`config.mk`:
```
export PLATFORM = sky130hd
export DESIGN_NAME = qrsqrt_front_flat
export DESIGN_NICKNAME = d
export VERILOG_FILES = /design/src/rtl/core/qrsqrt_pkg.sv /design/src/rtl/core/qrsqrt_if.sv /design/src/rtl/core/qrsqrt_front.sv /design/src/flat_wrapper.sv
export SDC_FILE = /design/constraint.sdc
export NUM_CORES = 2
export LEC_CHECK = 0
export BUFFER_PORTS_ARGS = -buffer_cell sky130_fd_sc_hd__buf_2
export CAP_MARGIN = 20
export CORE_ASPECT_RATIO = 1.1
export CORE_MARGIN = 5
export CORE_UTILIZATION = 33
export CTS_BUF_LIST = sky130_fd_sc_hd__clkbuf_4 sky130_fd_sc_hd__clkbuf_8
export DETAILED_ROUTE_END_ITERATION = 7
export PLACE_DENSITY = 0.44
export REMOVE_ABC_BUFFERS = 1
export SETUP_SLACK_MARGIN = 0.15
export SYNTH_ARGS = -nofsm -noshare
export SYNTH_HDL_FRONTEND = slang
export SYNTH_SLANG_ARGS = --single-unit
```
`constraint.sdc`:
```
create_clock -name clk -period 12.6 [get_ports clk]
set_input_delay 0 -clock clk [delete_from_list [all_inputs] [get_ports clk]]
set_output_delay 0 -clock clk [all_outputs]
set_load 0.05 [all_outputs]
```
`src/rtl/core/qrsqrt_pkg.sv`:
```
package qrsqrt_pkg;

    localparam int unsigned DataW = 32;
    localparam int unsigned QueueDepth = 4;
    localparam int unsigned QueueAw = 2;

    localparam logic [31:0] ThreeQ16 = 32'd3 << 16;
    localparam logic [63:0] HalfQ16  = 64'd1 << 15;
    localparam logic [63:0] OneQ16   = 64'd1 << 16;

    typedef struct packed {
        logic        zero;
        logic [31:0] x;
        logic [31:0] y0;
    } seed_t;

    function automatic logic [31:0] root_rom(input logic [4:0] i);
        logic [31:0] v;
        case (i)
            5'd0:  v = 32'd65535;
            5'd1:  v = 32'd46341;
            5'd2:  v = 32'd32768;
            5'd3:  v = 32'd23170;
            5'd4:  v = 32'd16384;
            5'd5:  v = 32'd11585;
            5'd6:  v = 32'd8192;
            5'd7:  v = 32'd5793;
            5'd8:  v = 32'd4096;
            5'd9:  v = 32'd2896;
            5'd10: v = 32'd2048;
            5'd11: v = 32'd1448;
            5'd12: v = 32'd1024;
            5'd13: v = 32'd724;
            5'd14: v = 32'd512;
            5'd15: v = 32'd362;
            5'd16: v = 32'd256;
            5'd17: v = 32'd181;
            5'd18: v = 32'd128;
            5'd19: v = 32'd90;
            5'd20: v = 32'd64;
            5'd21: v = 32'd45;
            5'd22: v = 32'd32;
            5'd23: v = 32'd23;
            5'd24: v = 32'd16;
            5'd25: v = 32'd11;
            5'd26: v = 32'd8;
            5'd27: v = 32'd6;
            5'd28: v = 32'd4;
            5'd29: v = 32'd3;
            5'd30: v = 32'd2;
            default: v = 32'd1;
        endcase
        return v;
    endfunction

endpackage

```
`src/rtl/core/qrsqrt_if.sv`:
```
interface qrsqrt_if;
    import qrsqrt_pkg::*;
    logic             valid;
    logic             ready;
    logic [DataW-1:0] data;

    modport source (output valid, output data, input ready);
    modport sink (input valid, input data, output ready);
endinterface

```
`src/rtl/core/qrsqrt_front.sv`:
```
module qrsqrt_front
    import qrsqrt_pkg::*;
(
    input  logic  clk,
    input  logic  rst_n,
    qrsqrt_if.sink operand,
    output logic  seed_valid,
    input  logic  seed_ready,
    output seed_t seed
);

    logic        s1_valid_reg;
    logic [31:0] s1_x_reg;
    logic [31:0] s1_frac_reg;
    logic [31:0] s1_base_reg;
    logic [31:0] s1_delta_reg;
    logic        s2_valid_reg;
    seed_t       s2_reg;

    logic [4:0]  e_c;
    logic [31:0] sub_c;
    logic [63:0] frac_c;
    logic [31:0] next_c;
    logic [63:0] prod_c;
    logic        s2_adv;
    logic        s1_adv;

    always_comb
    begin
        e_c = '0;
        for (int i = 0; i < 32; i++)
        begin
            if (operand.data[i])
            begin
                e_c = 5'(i);
            end
        end
    end

    // top exponent subtracts no base and takes 1 as next value
    assign sub_c  = (e_c == 5'd31) ? 32'd0 : (32'd1 << e_c);
    assign frac_c = ({32'd0, operand.data - sub_c} << 16) >> e_c;
    assign next_c = (e_c == 5'd31) ? 32'd1 : root_rom(e_c + 5'd1);
    assign prod_c = {32'd0, s1_delta_reg} * {32'd0, s1_frac_reg};

    assign s2_adv = !s2_valid_reg || seed_ready;
    assign s1_adv = !s1_valid_reg || s2_adv;
    assign operand.ready = s1_adv;
    assign seed_valid = s2_valid_reg;
    assign seed = s2_reg;

    always_ff @(posedge clk or negedge rst_n)
    begin
        if (!rst_n)
        begin
            s1_valid_reg <= 1'b0;
            s2_valid_reg <= 1'b0;
        end
        else
        begin
            if (s1_adv)
            begin
                s1_valid_reg <= operand.valid;
            end
            if (s2_adv)
            begin
                s2_valid_reg <= s1_valid_reg;
            end
        end
    end

    always_ff @(posedge clk)
    begin
        if (s1_adv && operand.valid)
        begin
            s1_x_reg     <= operand.data;
            s1_frac_reg  <= frac_c[31:0];
            s1_base_reg  <= root_rom(e_c);
            s1_delta_reg <= root_rom(e_c) - next_c;
        end
        if (s2_adv && s1_valid_reg)
        begin
            s2_reg.zero <= (s1_x_reg == 32'd0);
            s2_reg.x    <= s1_x_reg;
            s2_reg.y0   <= s1_base_reg - prod_c[47:16];
        end
    end

endmodule

```
`src/flat_wrapper.sv`:
```
// flat-port wrapper written by rule: the top's interface ports become plain ports
module qrsqrt_front_flat import qrsqrt_pkg::*;
  (clk, rst_n, seed_valid, seed_ready, seed, operand_valid, operand_data, operand_ready);
  qrsqrt_if operand_i ();
  input  logic clk;
  input  logic rst_n;
  output logic seed_valid;
  input  logic seed_ready;
  output seed_t seed;
  input wire logic [$bits(operand_i.valid)-1:0] operand_valid;
  input wire logic [$bits(operand_i.data)-1:0] operand_data;
  output wire logic [$bits(operand_i.ready)-1:0] operand_ready;
  assign operand_i.valid = operand_valid;
  assign operand_i.data = operand_data;
  assign operand_ready = operand_i.ready;
  qrsqrt_front u_core (.clk(clk), .rst_n(rst_n), .operand(operand_i), .seed_valid(seed_valid), .seed_ready(seed_ready), .seed(seed));
endmodule
```
## Word level (Yosys, flattened, before mapping)

Memory sizes are Yosys's and may differ from the RTL's. A register that Yosys moved wholly into a read port is not among the register bits.
Index checks and enable logic that the tools add are counted.

- Bits in registers: 195
- Memory bits (read-only): 1,536
- Input port bits: 36
- Output and inout port bits: 67
- Memories kept: 3

- Add/subtract/negate cells: 4
- Multiply operators: 1
- Equality and inequality tests: 1
- Shift-type cells: 2
- Multiplexer cells: 34
- Reductions and logical operators: 7

Memories:

| memory | words | width | read ports | clocked after Yosys merged registers in | wr ports | line | text |
|---|---|---|---|---|---|---|---|
| (name not given) | 32 | 16 | 1 | 1 | 0 | qrsqrt_pkg.sv:19 | `case (i)` |
| (name not given) | 32 | 16 | 1 | 0 | 0 | qrsqrt_pkg.sv:19 |  |
| (name not given) | 32 | 16 | 1 | 0 | 0 | qrsqrt_pkg.sv:19 |  |

Operators by type and width:

| cell | count |
|---|---|
| 5-bit two-way mux | 30 |
| 32-bit two-way mux | 3 |
| 32-bit subtractor | 3 |
| 32-bit by 32-bit multiplier with 48-bit output | 1 |
| 48-bit by 5-bit >> shifter with 32-bit output | 1 |
| 32-bit logical NOT | 1 |
| 1-bit by 5-bit left shift with 32-bit output (first input constant) | 1 |
| 5-bit by 1-bit adder with 5-bit output (second input constant) | 1 |
| 5-bit equality test (second input constant) | 1 |
| 1-bit logical AND | 2 |
| 1-bit logical NOT | 2 |
| 1-bit logical OR | 2 |
| 1-bit two-way mux | 1 |

## Logic depth before layout (Yosys ltp)

- Depth in word-level cells: 35
- Mapped depth: 40
- Mapped depth without buffers: 37

## Least setup slack after synthesis

No wires, ideal clock.

- Kind: register to register
- Start point: register u_core.s1_delta_reg[20]
- End point: register u_core.s2_reg (netlist bit u_core.seed[31]), data pin
- Library setup time: 260 ps
- Data arrival time: 8,683 ps
- Required time: 12,340 ps
- Slack: 3,657 ps
- Cell stages (with the launch flop): 40
- Buffers on the path: 3
- Period minus slack after synthesis: 8,943 ps
- Path through: edfxtp_1 clkbuf_1 buf_1 nand2_1 fa_1 inv_1 fa_1 inv_1 fa_1 inv_1 fa_1 inv_1 fa_1 inv_1 fa_1 fa_1 inv_1 fa_1 (+4 left out) a211oi_1 o211a_1 or2_1 xor2_1 ha_1 o21ai_0 a21oi_1 nor2_1 a31o_2 nor2_1 a211oi_1 a21oi_1 or3b_1 buf_2 nor4_2 mux2i_1 o211ai_1 xnor2_1

- Cells in the longest elaborated chain, start to end: 2

RTL lines:

| element | line | text |
|---|---|---|
| start, declared | qrsqrt_front.sv:16 | `logic [31:0] s1_delta_reg;` |
| start signal, assigned | qrsqrt_front.sv:79 | `s1_delta_reg <= root_rom(e_c) - next_c;` |
| 32-bit by 32-bit multiplier with 48-bit output | qrsqrt_front.sv:44 | `assign prod_c = {32'd0, s1_delta_reg} * {32'd0, s1_frac_reg};` |
| 32-bit subtractor | qrsqrt_front.sv:85 | `s2_reg.y0 <= s1_base_reg - prod_c[47:16];` |
| end, declared | qrsqrt_front.sv:18 | `seed_t s2_reg;` |

No other way between the ends.
A chain may end at the register's enable or synchronous reset.

## Worst setup path in the final report

- Start point: register u_core.s1_frac_reg[6]
- End point: register u_core.s2_reg (netlist bit u_core.seed[31]), data pin

- Cells in the longest elaborated chain, start to end: 2

RTL lines:

| element | line | text |
|---|---|---|
| start, declared | qrsqrt_front.sv:14 | `logic [31:0] s1_frac_reg;` |
| start signal, assigned | qrsqrt_front.sv:77 | `s1_frac_reg <= frac_c[31:0];` |
| 32-bit by 32-bit multiplier with 48-bit output | qrsqrt_front.sv:44 |  |
| 32-bit subtractor | qrsqrt_front.sv:85 |  |

No other way between the ends.

==> results.toml <==
[global_routing]
grt_pass1_vias = 32976
track_usage_pct = 20.9
grt_start_max_net_pins = 66
grt_pass1_wl_um = 204000
grt_overflow = 0
antenna_found_initial = 7

[die]
die-width_um = 342
start_util_pct = 33.1
core_sq_mm = 0.121
num_rows = 134
dieHeight_um = 376
die_area_sq_mm = 0.129
ios = 103

[hold_path]
holdCritPathClass = "primary input to flip-flop"
worst_hold_path.num_cells = 2
worstHoldStart = "operand_data[0]"

[logic_synthesis]
synth_seq_area_share_pct = 13.3
synth_area_leaders = "fa_1, edfxtp_1, inv_1, nand2_1, ha_1"
ys_seq_elements = 178
yosys.area.top_type_share_pct = 39.0
async_flop_share_pct = 1.12
synthFlopType = "edfxtp_1"
yosysMostFrequentCell = "inv_1"
synth_top_cells_by_count = "inv_1, nand2_1, fa_1"
syn_area_per_cell_sq_um = 8.86
mappedNetlistArea_sq_mm = 0.0401
synth_cell_types = 94
yosysWarnings = 0
synth_cells = 4530
synth_enable_flop_cells = 176
synth_area_leader_cell = "fa_1"

[sta]
fin_tns_setup_ps = 0
finalClockSkew_ps = 34.0
layout_min_cycle_time_ps = 10320
rsz0062_at_grt = "no"
fin_crit_sh_pct = 81.9
hold_violations = 0
slew_violations = 0
worst_pin_slew_ps = 1090
setup_viol = 0
max_slew_margin_pct = 27.3
max_freq_mhz = 96.9

[setup_path]
crit_family = "adder cells"
start_kind = "flip-flop"
setup.worst_path.end_class = "flip-flop"
rr_startpoint = "u_core.s1_frac_reg[6]"
critical_path_class = "flip-flop to flip-flop"
crit_start = "u_core.s1_frac_reg[6]"
crit_slowest_cell = "edfxtp_1"
crit_buf_inv = 4
crit_top_cell = "fa_1"
ff2ff_path_depth = 33
critPathMaxStageDelay_ps = 1090
cp.arrival_ps = 10630
cp.required_ps = 12910
path_max_fanout = 20
cp_num_cells = 33

[drt]
first_pass_iters = 5
viasPerCell = 5.02
detail_route.wl_per_cell_um = 21.5
dr_total_vias = 30958
final_antenna_net_count = 0
drt_iter0_drc = 1981
wl_um = 132000
route.detailed.drc = 0

[status]
outcome = "finished, final reports clean"

[run]
maxCapViolations = 0

[final_layout]
areaGrowthSynthToFinish_pct = 7.72
n_fill_cell = 12797
largest_reg_flops = 65
drive_gt1_share_pct = 6.04
finalNetCount = 5587

[placed_design]
placement.io_buffers = 102
gp_congestion = 0.891
post-dp-hpwl_um = 106000

[clock_tree]
clkTransAtPathRegs_ps = 130
h-tree-depth = 4
root_buffer = "clkbuf_8"
clk_path_buf_depth = 2
cts.sinks = 178
insertion_delay_ps = 570
cts_tree = "yes"
post_cts_resized = 0
numCtsBuffers = 17
cells by family (layout without fill, tap and decap cells):
| family | after synthesis | in the layout | share of synthesized area, % |
|---|---|---|---|
| AO/OA/AOI/OAI | 559 | 559 | 9.15 |
| XOR/XNOR | 122 | 122 | 2.68 |
| adder cells (fa/ha/maj) | 1029 | 1029 | 46.7 |
| buffers and inverters | 1164 | 1169 | 10.9 |
| flip-flops | 178 | 178 | 13.3 |
| multiplexers | 51 | 51 | 1.34 |
| other | 0 | 2 | 0 |
| AND/OR/NAND/NOR | 1427 | 1427 | 15.9 |
worst paths after layout:
kind	slack (ps)	to
worst max-delay path	2280	u_core.seed[31]
worst min-delay path	150	u_core.s1_x_reg[0]
worst max register to register	2280	u_core.seed[31]
worst min register to register	440	u_core.seed[42]
max in group asynchronous	12230	u_core.seed_valid
min in group asynchronous	250	u_core.s1_valid_reg
placed cells by master, fill, tap and decap left out, types with 10 or more instances in the layout:
| master | n |
|---|---|
| a211oi_1 | 20 |
| a21o_1 | 39 |
| a21oi_1 | 154 |
| a22oi_1 | 10 |
| a31oi_1 | 21 |
| and2_1 | 205 |
| and3_1 | 14 |
| buf_2 | 102 |
| buf_4 | 90 |
| clkbuf_8 | 17 |
| dlygate4sd3_1 | 37 |
| edfxtp_1 | 176 |
| fa_1 | 782 |
| ha_1 | 247 |
| inv_1 | 904 |
| mux2_2 | 12 |
| mux2i_1 | 38 |
| nand2_1 | 856 |
| nand2b_1 | 13 |
| nand3_1 | 48 |
| nand4_1 | 21 |
| nor2_1 | 148 |
| nor2b_1 | 16 |
| nor3_1 | 36 |
| nor4_1 | 16 |
| o211ai_1 | 27 |
| o21a_1 | 23 |
| o21ai_0 | 109 |
| o21ai_1 | 10 |
| o21bai_1 | 16 |
| o22ai_1 | 16 |
| or3_1 | 14 |
| xnor2_1 | 81 |
| xor2_1 | 40 |
layer usage:
| metal | up-vias | share of wire [%] | GRT usage (%) |
|---|---|---|---|
| li1 | 14000 | - | - |
| met1 | 16090 | 45 | 28.5 |
| met2 | 724 | 48 | 35.5 |
| met3 | 144 | 4.9 | 3.07 |
| met4 | 0 | 2.2 | 4.46 |
| met5 | - | 0 | 0 |
metrics by stage:
step	util, %	instances	cell area [sq um]	hold WS [ps]	worst slack, ps
finish	35.7	6169	43200	151	2280
global route	35.7	6168	43200	148	1640
CTS	35.7	6167	43200	84.5	2260
detailed placement	35.0	6098	42400	-214	2370
global placement	35.0	6098	42400	-215	2420
floorplan	-	4274	39100	-296	3640
repair_timing:
item,in CTS,in global routing
hold endpoints to repair,36,0
hold buffers,37,0
buffers inserted,0,0
worst register-to-register path, delay by kind of cell (launching register included):
kind	cells	cell delay, ps
xor+xnor	2	190
buf+inv	4	520
simple gates	6	1270
mux	1	100
fa+ha+maj	10	4760
compound gates	10	2140
flops	1	1090
layout make-up:
type                       instances  area (sq um)  area share, %
multi-input combinational       3188         30400           70.4
sequential                       178          5340           12.3
inverter                         908          3410           7.89
tap                             1632          2040           4.73
timing repair buffer             229          1560           3.60
clock buffer                      17           234          0.541
clock inverter                    15           221          0.513
antenna                            2          5.00         0.0116
Power is left out: the tool's default activity adds up to more than one toggle a clock period on the data nets, which glitch-free logic cannot reach.
