===== src/rtl/core/qrsqrt_pkg.sv =====
package qrsqrt_pkg;

    localparam int unsigned DataW = 32;
    localparam int unsigned QueueDepth = 4;
    localparam int unsigned QueueAw = 2;

    localparam logic [31:0] ThreeQ16 = 32'd3 << 16;
    localparam logic [63:0] HalfQ16  = 64'd1 << 15;
    localparam logic [63:0] OneQ16   = 64'd1 << 16;

    typedef struct packed {
        logic        zero;
        logic [31:0] x;
        logic [31:0] y0;
    } seed_t;

    function automatic logic [31:0] root_rom(input logic [4:0] i);
        logic [31:0] v;
        case (i)
            5'd0:  v = 32'd65535;
            5'd1:  v = 32'd46341;
            5'd2:  v = 32'd32768;
            5'd3:  v = 32'd23170;
            5'd4:  v = 32'd16384;
            5'd5:  v = 32'd11585;
            5'd6:  v = 32'd8192;
            5'd7:  v = 32'd5793;
            5'd8:  v = 32'd4096;
            5'd9:  v = 32'd2896;
            5'd10: v = 32'd2048;
            5'd11: v = 32'd1448;
            5'd12: v = 32'd1024;
            5'd13: v = 32'd724;
            5'd14: v = 32'd512;
            5'd15: v = 32'd362;
            5'd16: v = 32'd256;
            5'd17: v = 32'd181;
            5'd18: v = 32'd128;
            5'd19: v = 32'd90;
            5'd20: v = 32'd64;
            5'd21: v = 32'd45;
            5'd22: v = 32'd32;
            5'd23: v = 32'd23;
            5'd24: v = 32'd16;
            5'd25: v = 32'd11;
            5'd26: v = 32'd8;
            5'd27: v = 32'd6;
            5'd28: v = 32'd4;
            5'd29: v = 32'd3;
            5'd30: v = 32'd2;
            default: v = 32'd1;
        endcase
        return v;
    endfunction

endpackage


===== src/rtl/core/qrsqrt_queue.sv =====
module qrsqrt_queue
    import qrsqrt_pkg::*;
(
    input  logic  clk,
    input  logic  rst_n,
    input  logic  wr_valid,
    output logic  wr_ready,
    input  seed_t wr_data,
    output logic  rd_valid,
    input  logic  rd_ready,
    output seed_t rd_data
);

    seed_t              mem_reg [QueueDepth];
    logic [QueueAw-1:0] wr_ptr_reg;
    logic [QueueAw-1:0] rd_ptr_reg;
    logic [QueueAw:0]   count_reg;
    logic               push;
    logic               pop;

    assign wr_ready = (count_reg != (QueueAw+1)'(QueueDepth));
    assign rd_valid = (count_reg != '0);
    assign rd_data  = mem_reg[rd_ptr_reg];
    assign push = wr_valid && wr_ready;
    assign pop  = rd_valid && rd_ready;

    always_ff @(posedge clk or negedge rst_n)
    begin
        if (!rst_n)
        begin
            wr_ptr_reg <= '0;
            rd_ptr_reg <= '0;
            count_reg  <= '0;
        end
        else
        begin
            if (push)
            begin
                wr_ptr_reg <= wr_ptr_reg + 1'b1;
            end
            if (pop)
            begin
                rd_ptr_reg <= rd_ptr_reg + 1'b1;
            end
            if (push && !pop)
            begin
                count_reg <= count_reg + 1'b1;
            end
            else if (pop && !push)
            begin
                count_reg <= count_reg - 1'b1;
            end
        end
    end

    always_ff @(posedge clk)
    begin
        if (push)
        begin
            mem_reg[wr_ptr_reg] <= wr_data;
        end
    end

endmodule


===== config.mk =====
export PLATFORM = sky130hd
export DESIGN_NAME = qrsqrt_queue
export DESIGN_NICKNAME = d
export VERILOG_FILES = /design/src/rtl/core/qrsqrt_pkg.sv /design/src/rtl/core/qrsqrt_queue.sv
export SDC_FILE = /design/constraint.sdc
export NUM_CORES = 1
export LEC_CHECK = 0
export BUFFER_PORTS_ARGS = -buffer_cell sky130_fd_sc_hd__buf_2
export CORE_AREA = 10 10 159 161
export CTS_CLUSTER_DIAMETER = 60
export DETAILED_ROUTE_END_ITERATION = 8
export DIE_AREA = 0 0 169 171
export HOLD_SLACK_MARGIN = 0.12
export PLACE_DENSITY_LB_ADDON = 0.15
export SETUP_SLACK_MARGIN = 0.4
export SYNTH_ARGS = -nofsm -noshare
export SYNTH_HDL_FRONTEND = slang
export SYNTH_SLANG_ARGS = --single-unit

===== constraint.sdc =====
create_clock -name clk -period 3.6 [get_ports clk]
set_input_delay 0.72 -clock clk [delete_from_list [all_inputs] [get_ports clk]]
set_output_delay 0.72 -clock clk [all_outputs]
set_load 0.02 [all_outputs]

# == Word level (Yosys, flattened, before mapping) ==
# Memory sizes are Yosys's and may differ from the RTL's.
# Cells that the tools add are included.
# word_totals
regBits,7
in_bits,69
n_memories,1
mem_bits_rw,260
# mem_list
memory,words,width,rd,rd_clocked_by_memory_dff,wr,line_no,text
mem_reg,4,65,1,0,1,qrsqrt_queue.sv:14,seed_t mem_reg [QueueDepth];
# op_classes
reduce_logical,8
muxes,4
n_eq_ne,1
add_sub_neg,4
# op_table
operator,n
two-way mux 3 bit,2
"adder 2 x 1 -> 2 bit, second input constant",2
logical AND 1 bit,4
"adder 3 x 1 -> 3 bit, second input constant",1
"inequality test 3 bit, second input constant",1
nonzero test 3 bit,1
"subtractor 3 x 1 -> 3 bit, second input constant",1
logical NOT 1 bit,2
two-way mux 1 bit,2
nonzero test 2 bit,1

# == Logic depth before layout (Yosys ltp) ==
# Gate-level depths: netlist of the first run.
# logic_depth
depth_word,6
ltp_mapped,8
depth_no_buf,8

# == Least setup slack after synthesis of the first run ==
# No wires, ideal clock.
# synth_timing
kind,input-to-reg
startpoint,in wr_valid
endpoint,mem mem_reg[0][0] (netlist bit) (enable)
cell_stages,2
required_time_ns,3.170
arrival_ns,2.554
setup_slack_ns,0.617
path_cell_list,a21boi_2 -> and2_1
# synth_via
elab_chain_len,3
# synth_rtl
item,line_no,text
"start, declared",qrsqrt_queue.sv:6,"input logic wr_valid,"
logical AND 1 bit,qrsqrt_queue.sv:24,assign push = wr_valid && wr_ready;
two-way mux 1 bit,qrsqrt_queue.sv:58,if (push)
two-way mux 1 bit (not written as such),qrsqrt_queue.sv:60,mem_reg[wr_ptr_reg] <= wr_data;
"end, declared",qrsqrt_queue.sv:14,
# No other way between the ends.

==> results.md, run 1 <==
- Critical Path AT: 2.22 ns
- Critical Path RT: approximately 2.9 ns
- Worst setup path endpoint: rd_data[22]
- Worst path slowest cell: dfrtp_4
- Clock power frac: a little over a quarter
- IO Count: about 140
- DR pass1 iterations: 4
- Outcome: completed
- Leak pwr: between 4 and 5 nW
- Initial Utilization: approximately 44%
- Chip Height: 171 um
- Final worst slack: ~0.66 ns
- Internal: 0.00711 W
- Layout net count: about 600
- Clock Pin Slew Worst Setup and Hold Paths: ~0.060 ns
- ANT nets after route: 0
- Power density cells: 873 nW/um^2
- Unrepaired setup endpoints after global routing: false
- Initial antenna violation count: 4
- Total track usage: between 10% and 20%
- Avg Inst Size Synth: between 20 and 30 sq um
- CP Max Fanout: 37
- Crit. path cell count: 3
- Post-DP HPWL: 11.9 mm
- 1st-iter DRT viols: 240
- Worst hold stages: 1
- Cell taking the most area after synthesis: edfxtp_1
- Global placement routability congestion: a little under 0.7
- P&R area growth vs syn: 20.0%
- Hold Crit Class: in2reg
- Max Freq: 340 MHz
- Reg-to-Reg End: count_reg[2]$_DFFE_PN0P_
- Slowest stage delay, CP: around 0.84 ns
- Core Region: around 22000 sq um
- Worst path cell trace: buf_12, mux4_2, buf_2
- Vias per cell: ~5.2
- Crit start category: register
- Post-CTS Setup Bufs: 0
- CTS tree: yes
- Worst r2r src: count_reg[1]$_DFFE_PN0P_
- GRT overflow: 0
- Via total after detailed routing: about 4400
- Sequential power share: between 40% and 50%
- Max-cap viol count: 0
- TritonCTS Buffers: 27
- CTS sink count: 267
- Share of layout cells above drive strength 1: between 40% and 50%
- DRC: 0
- Kind of cell adding the most delay to the critical path: flip-flops
- Main area contributors after synthesis: edfxtp_1 79%, mux4_2 15%, dfrtp_1 1.8%
- Setup slack at placement: between 1 and 1.5 ns
- Die footprint: 28900 sq um
- Number of port buffers: between 100 and 150
- R2R depth: 8
- Setup TNS: 0 ns
- #FFs+latches synth: around 270
- Later-pin clock latency in the skew report: approximately 0.52 ns
- Worst Tran Pin Value: ~0.63 ns
- Yosys synthesis warning count: 0
- Synth top area share: between 70% and 80%
- Syn_nets: 450
- Commonest non-fill, non-tap cells in the layout: 260 x edfxtp_1, 135 x buf_2, 65 x mux4_2
- Cells after Synth: approximately 380
- Crit path time final: between 2 and 3 ns
- R2r setup slk: between 1 and 1.5 ns
- First-pass GRT wire length: approximately 30 mm
- Syn Std Cell Area: just under 10000 sq um
- CP startpoint: rd_ptr_reg[1]$_DFFE_PN0P_
- Sequential cell area fraction in the yosys report: slightly above 80%
- Final Power: 0.0103 W
- Slew Limit Fails: 0
- Root Buffer: clkbuf_16
- Commonest non-fill, non-tap cell in the layout: edfxtp_1
- Max VDD drop: between 0.0004 and 0.0005 V
- Final setup violation count: 0
- FP Rows: 55
- Largest net degree at the start of global routing: 38
- Crit end category: primary output
- Routed WL per cell: about 23 um
- Worst Path Buf+Inv: 2
- Slew headroom: approximately three fifths
- Critical path class: reg2out
- Library cells used by synthesis: 20
- Sw Share: a little under a third
- Clock Skew: 0.00710 ns
- Combinational power share: a little under a third
- WL final: approximately 19 mm
- Max Buffers Root-to-Sink: 3
- Chip Width: ~170 um
- Number of global-route vias before repair: 4959
- Sw Pwr: 0.00318 W
- Largest register FFs: 260
- H-Tree Depth: 1
- Fin. Hold Viols: 0
- Crit share post-route: 81.6%
[synthesized netlist by cell type (all sizes together)]
cell type    n
xor2         2
fa           1
nand3        1
xnor2        4
buf         13
nor2         2
ha           5
and2         4
a21boi       1
dfrtp        7
or3          1
nand2        2
mux2         2
edfxtp     260
inv          3
clkbuf       2
mux4        65
[through the flow]
step	std cells	hold WS, ns	instance area [sq um]	utilization [%]
CTS	840	0.390	11800	53.0
detailed placement	791	0.526	10900	49.0
floorplan	375	0.424	9820	-
finish	842	0.415	11800	53.0
global route	840	0.395	11800	53.0
global placement	791	0.527	10900	49.0
[layout make-up]
type	count	area, sq um
sequential	267	7990
tap	285	357
multi-input combinational	90	1690
inverter	3	11.3
timing repair buffer	147	856
clock inverter	15	178
fill	1721	10400
antenna	2	5.00
clock buffer	33	698
[logic make-up (layout without fill, tap and decap cells)]
kind of cell	after synthesis	after routing	share of synthesized area, %
compound gates	1	1	0.115
xor+xnor	6	6	0.535
fa+ha+maj	6	6	0.841
buf+inv	18	198	1.60
flops	267	267	81.3
mux	67	67	15.1
other cells	0	2	0
simple gates	10	10	0.522
[metal layers]
layer  track usage (%)  vias up  part of all wire [%]
met1              17.0     2307                    42
li1                  -     1935                     -
met5                 0        -                  0.21
met3              3.95       29                   6.9
met2              21.8      125                    49
met4              2.51        6                   1.1
[how the worst min path moves through the flow]
stage / start / endpoint / slack (ns)
2_1_floorplan: rst_n / count_reg[0]$_DFFE_PN0P_ / 0.42
5_1_grt: wr_data[7] / mem_reg[0][7]$_DFFE_PP_ / 0.39
3_5_place_dp: count_reg[2]$_DFFE_PN0P_ / count_reg[2]$_DFFE_PN0P_ / 0.53
4_1_cts: wr_data[5] / mem_reg[3][5]$_DFFE_PP_ / 0.39
6_report: wr_data[5] / mem_reg[3][5]$_DFFE_PP_ / 0.41
3_3_place_gp: count_reg[2]$_DFFE_PN0P_ / count_reg[2]$_DFFE_PN0P_ / 0.53
[power by group through the flow]
stage	Sequential, W	Clock (W)	Combinational, W
3_3_place_gp	0.00441	0	0.00328
2_1_floorplan	0.00431	0	0.00234
5_1_grt	0.00442	0.00297	0.00345
6_report	0.00437	0.00274	0.00319
4_1_cts	0.00438	0.00282	0.00331
3_5_place_dp	0.00444	0	0.00330
[timing repair]
item	CTS	global route
hold buffers	1	0
resized for setup	0	0
hold endpoints to repair	7	0
Note: power is estimated with default switching activity, not from simulation.
==> run 2, diff against run 1 <==
==> constraint.sdc (replaced) <==
create_clock -name clk -period 2.57 [get_ports clk]
set_input_delay 0.514 -clock clk [delete_from_list [all_inputs] [get_ports clk]]
set_output_delay 0.514 -clock clk [all_outputs]
set_load 0.02 [all_outputs]
==> results.md, run 2 (same netlist as run 1, synthesis figures left out) <==
- CP dominant cell by count: buf_6
- Power density cells: roughly 1300 nW/um^2
- Critical Path RT: 2.06 ns
- Later-pin clock latency in the skew report: roughly 0.52 ns
- Commonest non-fill, non-tap cells in the layout: 260 x edfxtp_1, 77 x buf_2, 65 x mux4_2
- Global placement routability congestion: approximately 0.7
- Leak pwr: 4.33 nW
- Met1 usage in global routing: ~18%
- DR pass1 iterations: 4
- Largest net degree at the start of global routing: 32
- Placed cell areas: around 11000 sq um
- H-Tree Depth: 1
- Worst path slowest cell: dfrtp_4
- WHS Endpoint: mem_reg[3][5]$_DFFE_PP_
- Max VDD drop: about 0.00081 V
- Crit start category: register
- WL final: 20.0 mm
- Initial antenna violation count: 2
- R2r setup slk: 0.54 ns
- GRT overflow: 0
- Setup TNS: 0 ns
- Hold_sp: wr_data[5]
- Vias per cell: between 5 and 6
- Most Crowded Layer GR: met2
- Share of layout cells above drive strength 1: 49.7%
- Commonest non-fill, non-tap cell in the layout: edfxtp_1
- Worst Tran Pin Value: 0.389 ns
- Max Buffers Root-to-Sink: 3
- Number of global-route vias before repair: a little over 5000
- Worst r2r src: count_reg[0]$_DFFE_PN0P_
- Slew Limit Fails: 0
- TritonCTS Buffers: 27
- ANT cells: 0
- Unrepaired setup endpoints after global routing: true
- Chip Width: between 150 and 200 um
- Met2 usage: between 20% and 30%
- Die footprint: approximately 29000 sq um
- Total track usage: 13.7%
- Clock Skew: approximately 0.013 ns
- Outcome: completed
- Root Buffer: clkbuf_16
- Chip Height: about 170 um
- Post-DP HPWL: about 12 mm
- Core Region: between 20000 and 25000 sq um
- Max-cap viol count: 0
- CP Max Fanout: 6
- Critical Path AT: a little over 2 ns
- Crit path time final: between 2 and 3 ns
- Crit end category: primary output
- 1st-iter DRT viols: between 200 and 250
- Worst hold stages: 1
- Slew headroom: 74.1%
- First-pass GRT wire length: just over 30 mm
- Fin. Hold Viols: 0
- IO Count: approximately 140
- Number of port buffers: approximately 140
- Clock Pin Slew Worst Setup and Hold Paths: approximately 0.060 ns
- Via total after detailed routing: approximately 4600
- Final setup violation count: 0
- Worst path cell trace: buf_6, buf_12, buf_16, mux4_2, buf_6
- Met3 Use GR: around 3.5%
- CTS tree: yes
- Critical path class: reg2out
- Initial Utilization: between 40% and 50%
- Design area: between 10000 and 15000 sq um
- CTS sink count: about 270
- R2R depth: 8
- Crit share post-route: between 90% and 100%
- Layout net count: between 600 and 700
- Max Freq: between 300 and 400 MHz
- DRC: 0
- FP Rows: between 50 and 60
- P&R area growth vs syn: 27.2%
- Hold Crit Class: in2reg
- Slowest stage delay, CP: about 0.52 ns
- Largest register FFs: 260
- Final Power: 0.0159 W
- ANT nets after route: 0
- Reg-to-Reg End: count_reg[2]$_DFFE_PN0P_
- Routed WL per cell: between 20 and 25 um
## run 2: worst max-delay path: cells and delay by family, from the launching register on
| kind | cells | cell delay [ns] |
|---|---|---|
| flip-flops | 1 | 0.52 |
| buffers and inverters | 4 | 0.55 |
| multiplexers | 1 | 0.43 |
## run 2: cell type report
| cell class | count | area (sq um) |
|---|---|---|
| clock buffers | 33 | 708 |
| repair buffers | 171 | 1520 |
| well taps | 285 | 357 |
| clock inverters | 16 | 179 |
| fillers | 1675 | 9730 |
| multi-input cells | 90 | 1720 |
| inverters | 3 | 11.3 |
| flip-flops and latches | 267 | 7990 |
## run 2: metrics by stage
stage / setup WS [ns] / std cells / hold WS (ns) / util [%]
after floorplan: 0.463 / 375 / 0.218 / -
final: 0.0358 / 865 / 0.205 / 56.2
after CTS: -0.00110 / 861 / 0.177 / 55.8
after global routing: -0.0250 / 865 / 0.187 / 56.2
after global placement: 0.376 / 797 / 0.353 / 49.3
after detailed placement: 0.384 / 797 / 0.363 / 49.3
## run 2: power by group
part	switching (W)	total (W)	internal [W]	leakage, nW
logic	0.00299	0.00598	0.00300	1.44
clock network	0.00151	0.00386	0.00235	0.430
registers	0.000266	0.00603	0.00577	2.46
## run 2: worst max-delay path by stage
stage,from,to,slack (ns),cells after the start
final,rd_ptr_reg[0]$_DFFE_PN0P_,rd_data[21],0.04,5
after global routing,rd_ptr_reg[0]$_DFFE_PN0P_,rd_data[21],-0.03,5
after CTS,rd_ptr_reg[0]$_DFFE_PN0P_,rd_data[21],-0.001,5
after detailed placement,rd_ptr_reg[0]$_DFFE_PN0P_,rd_data[64],0.38,3
after global placement,rd_ptr_reg[0]$_DFFE_PN0P_,rd_data[64],0.38,3
after floorplan,count_reg[1]$_DFFE_PN0P_,count_reg[2]$_DFFE_PN0P_,0.46,8
## run 2: per-layer routing
metal  vias up  wire (um)
met5         -         25
met4         4        377
met3        32       1220
met2       133       9800
met1      2410       8620
li1       1989          -
## run 2: what timing repair did
action	CTS	global route
hold buffers	1	0
gates resized for setup	110	7
hold endpoints to repair	7	0
cloned	4	2
pin swaps	0	3
buffers inserted	10	2
setup endpoints to repair	65	66
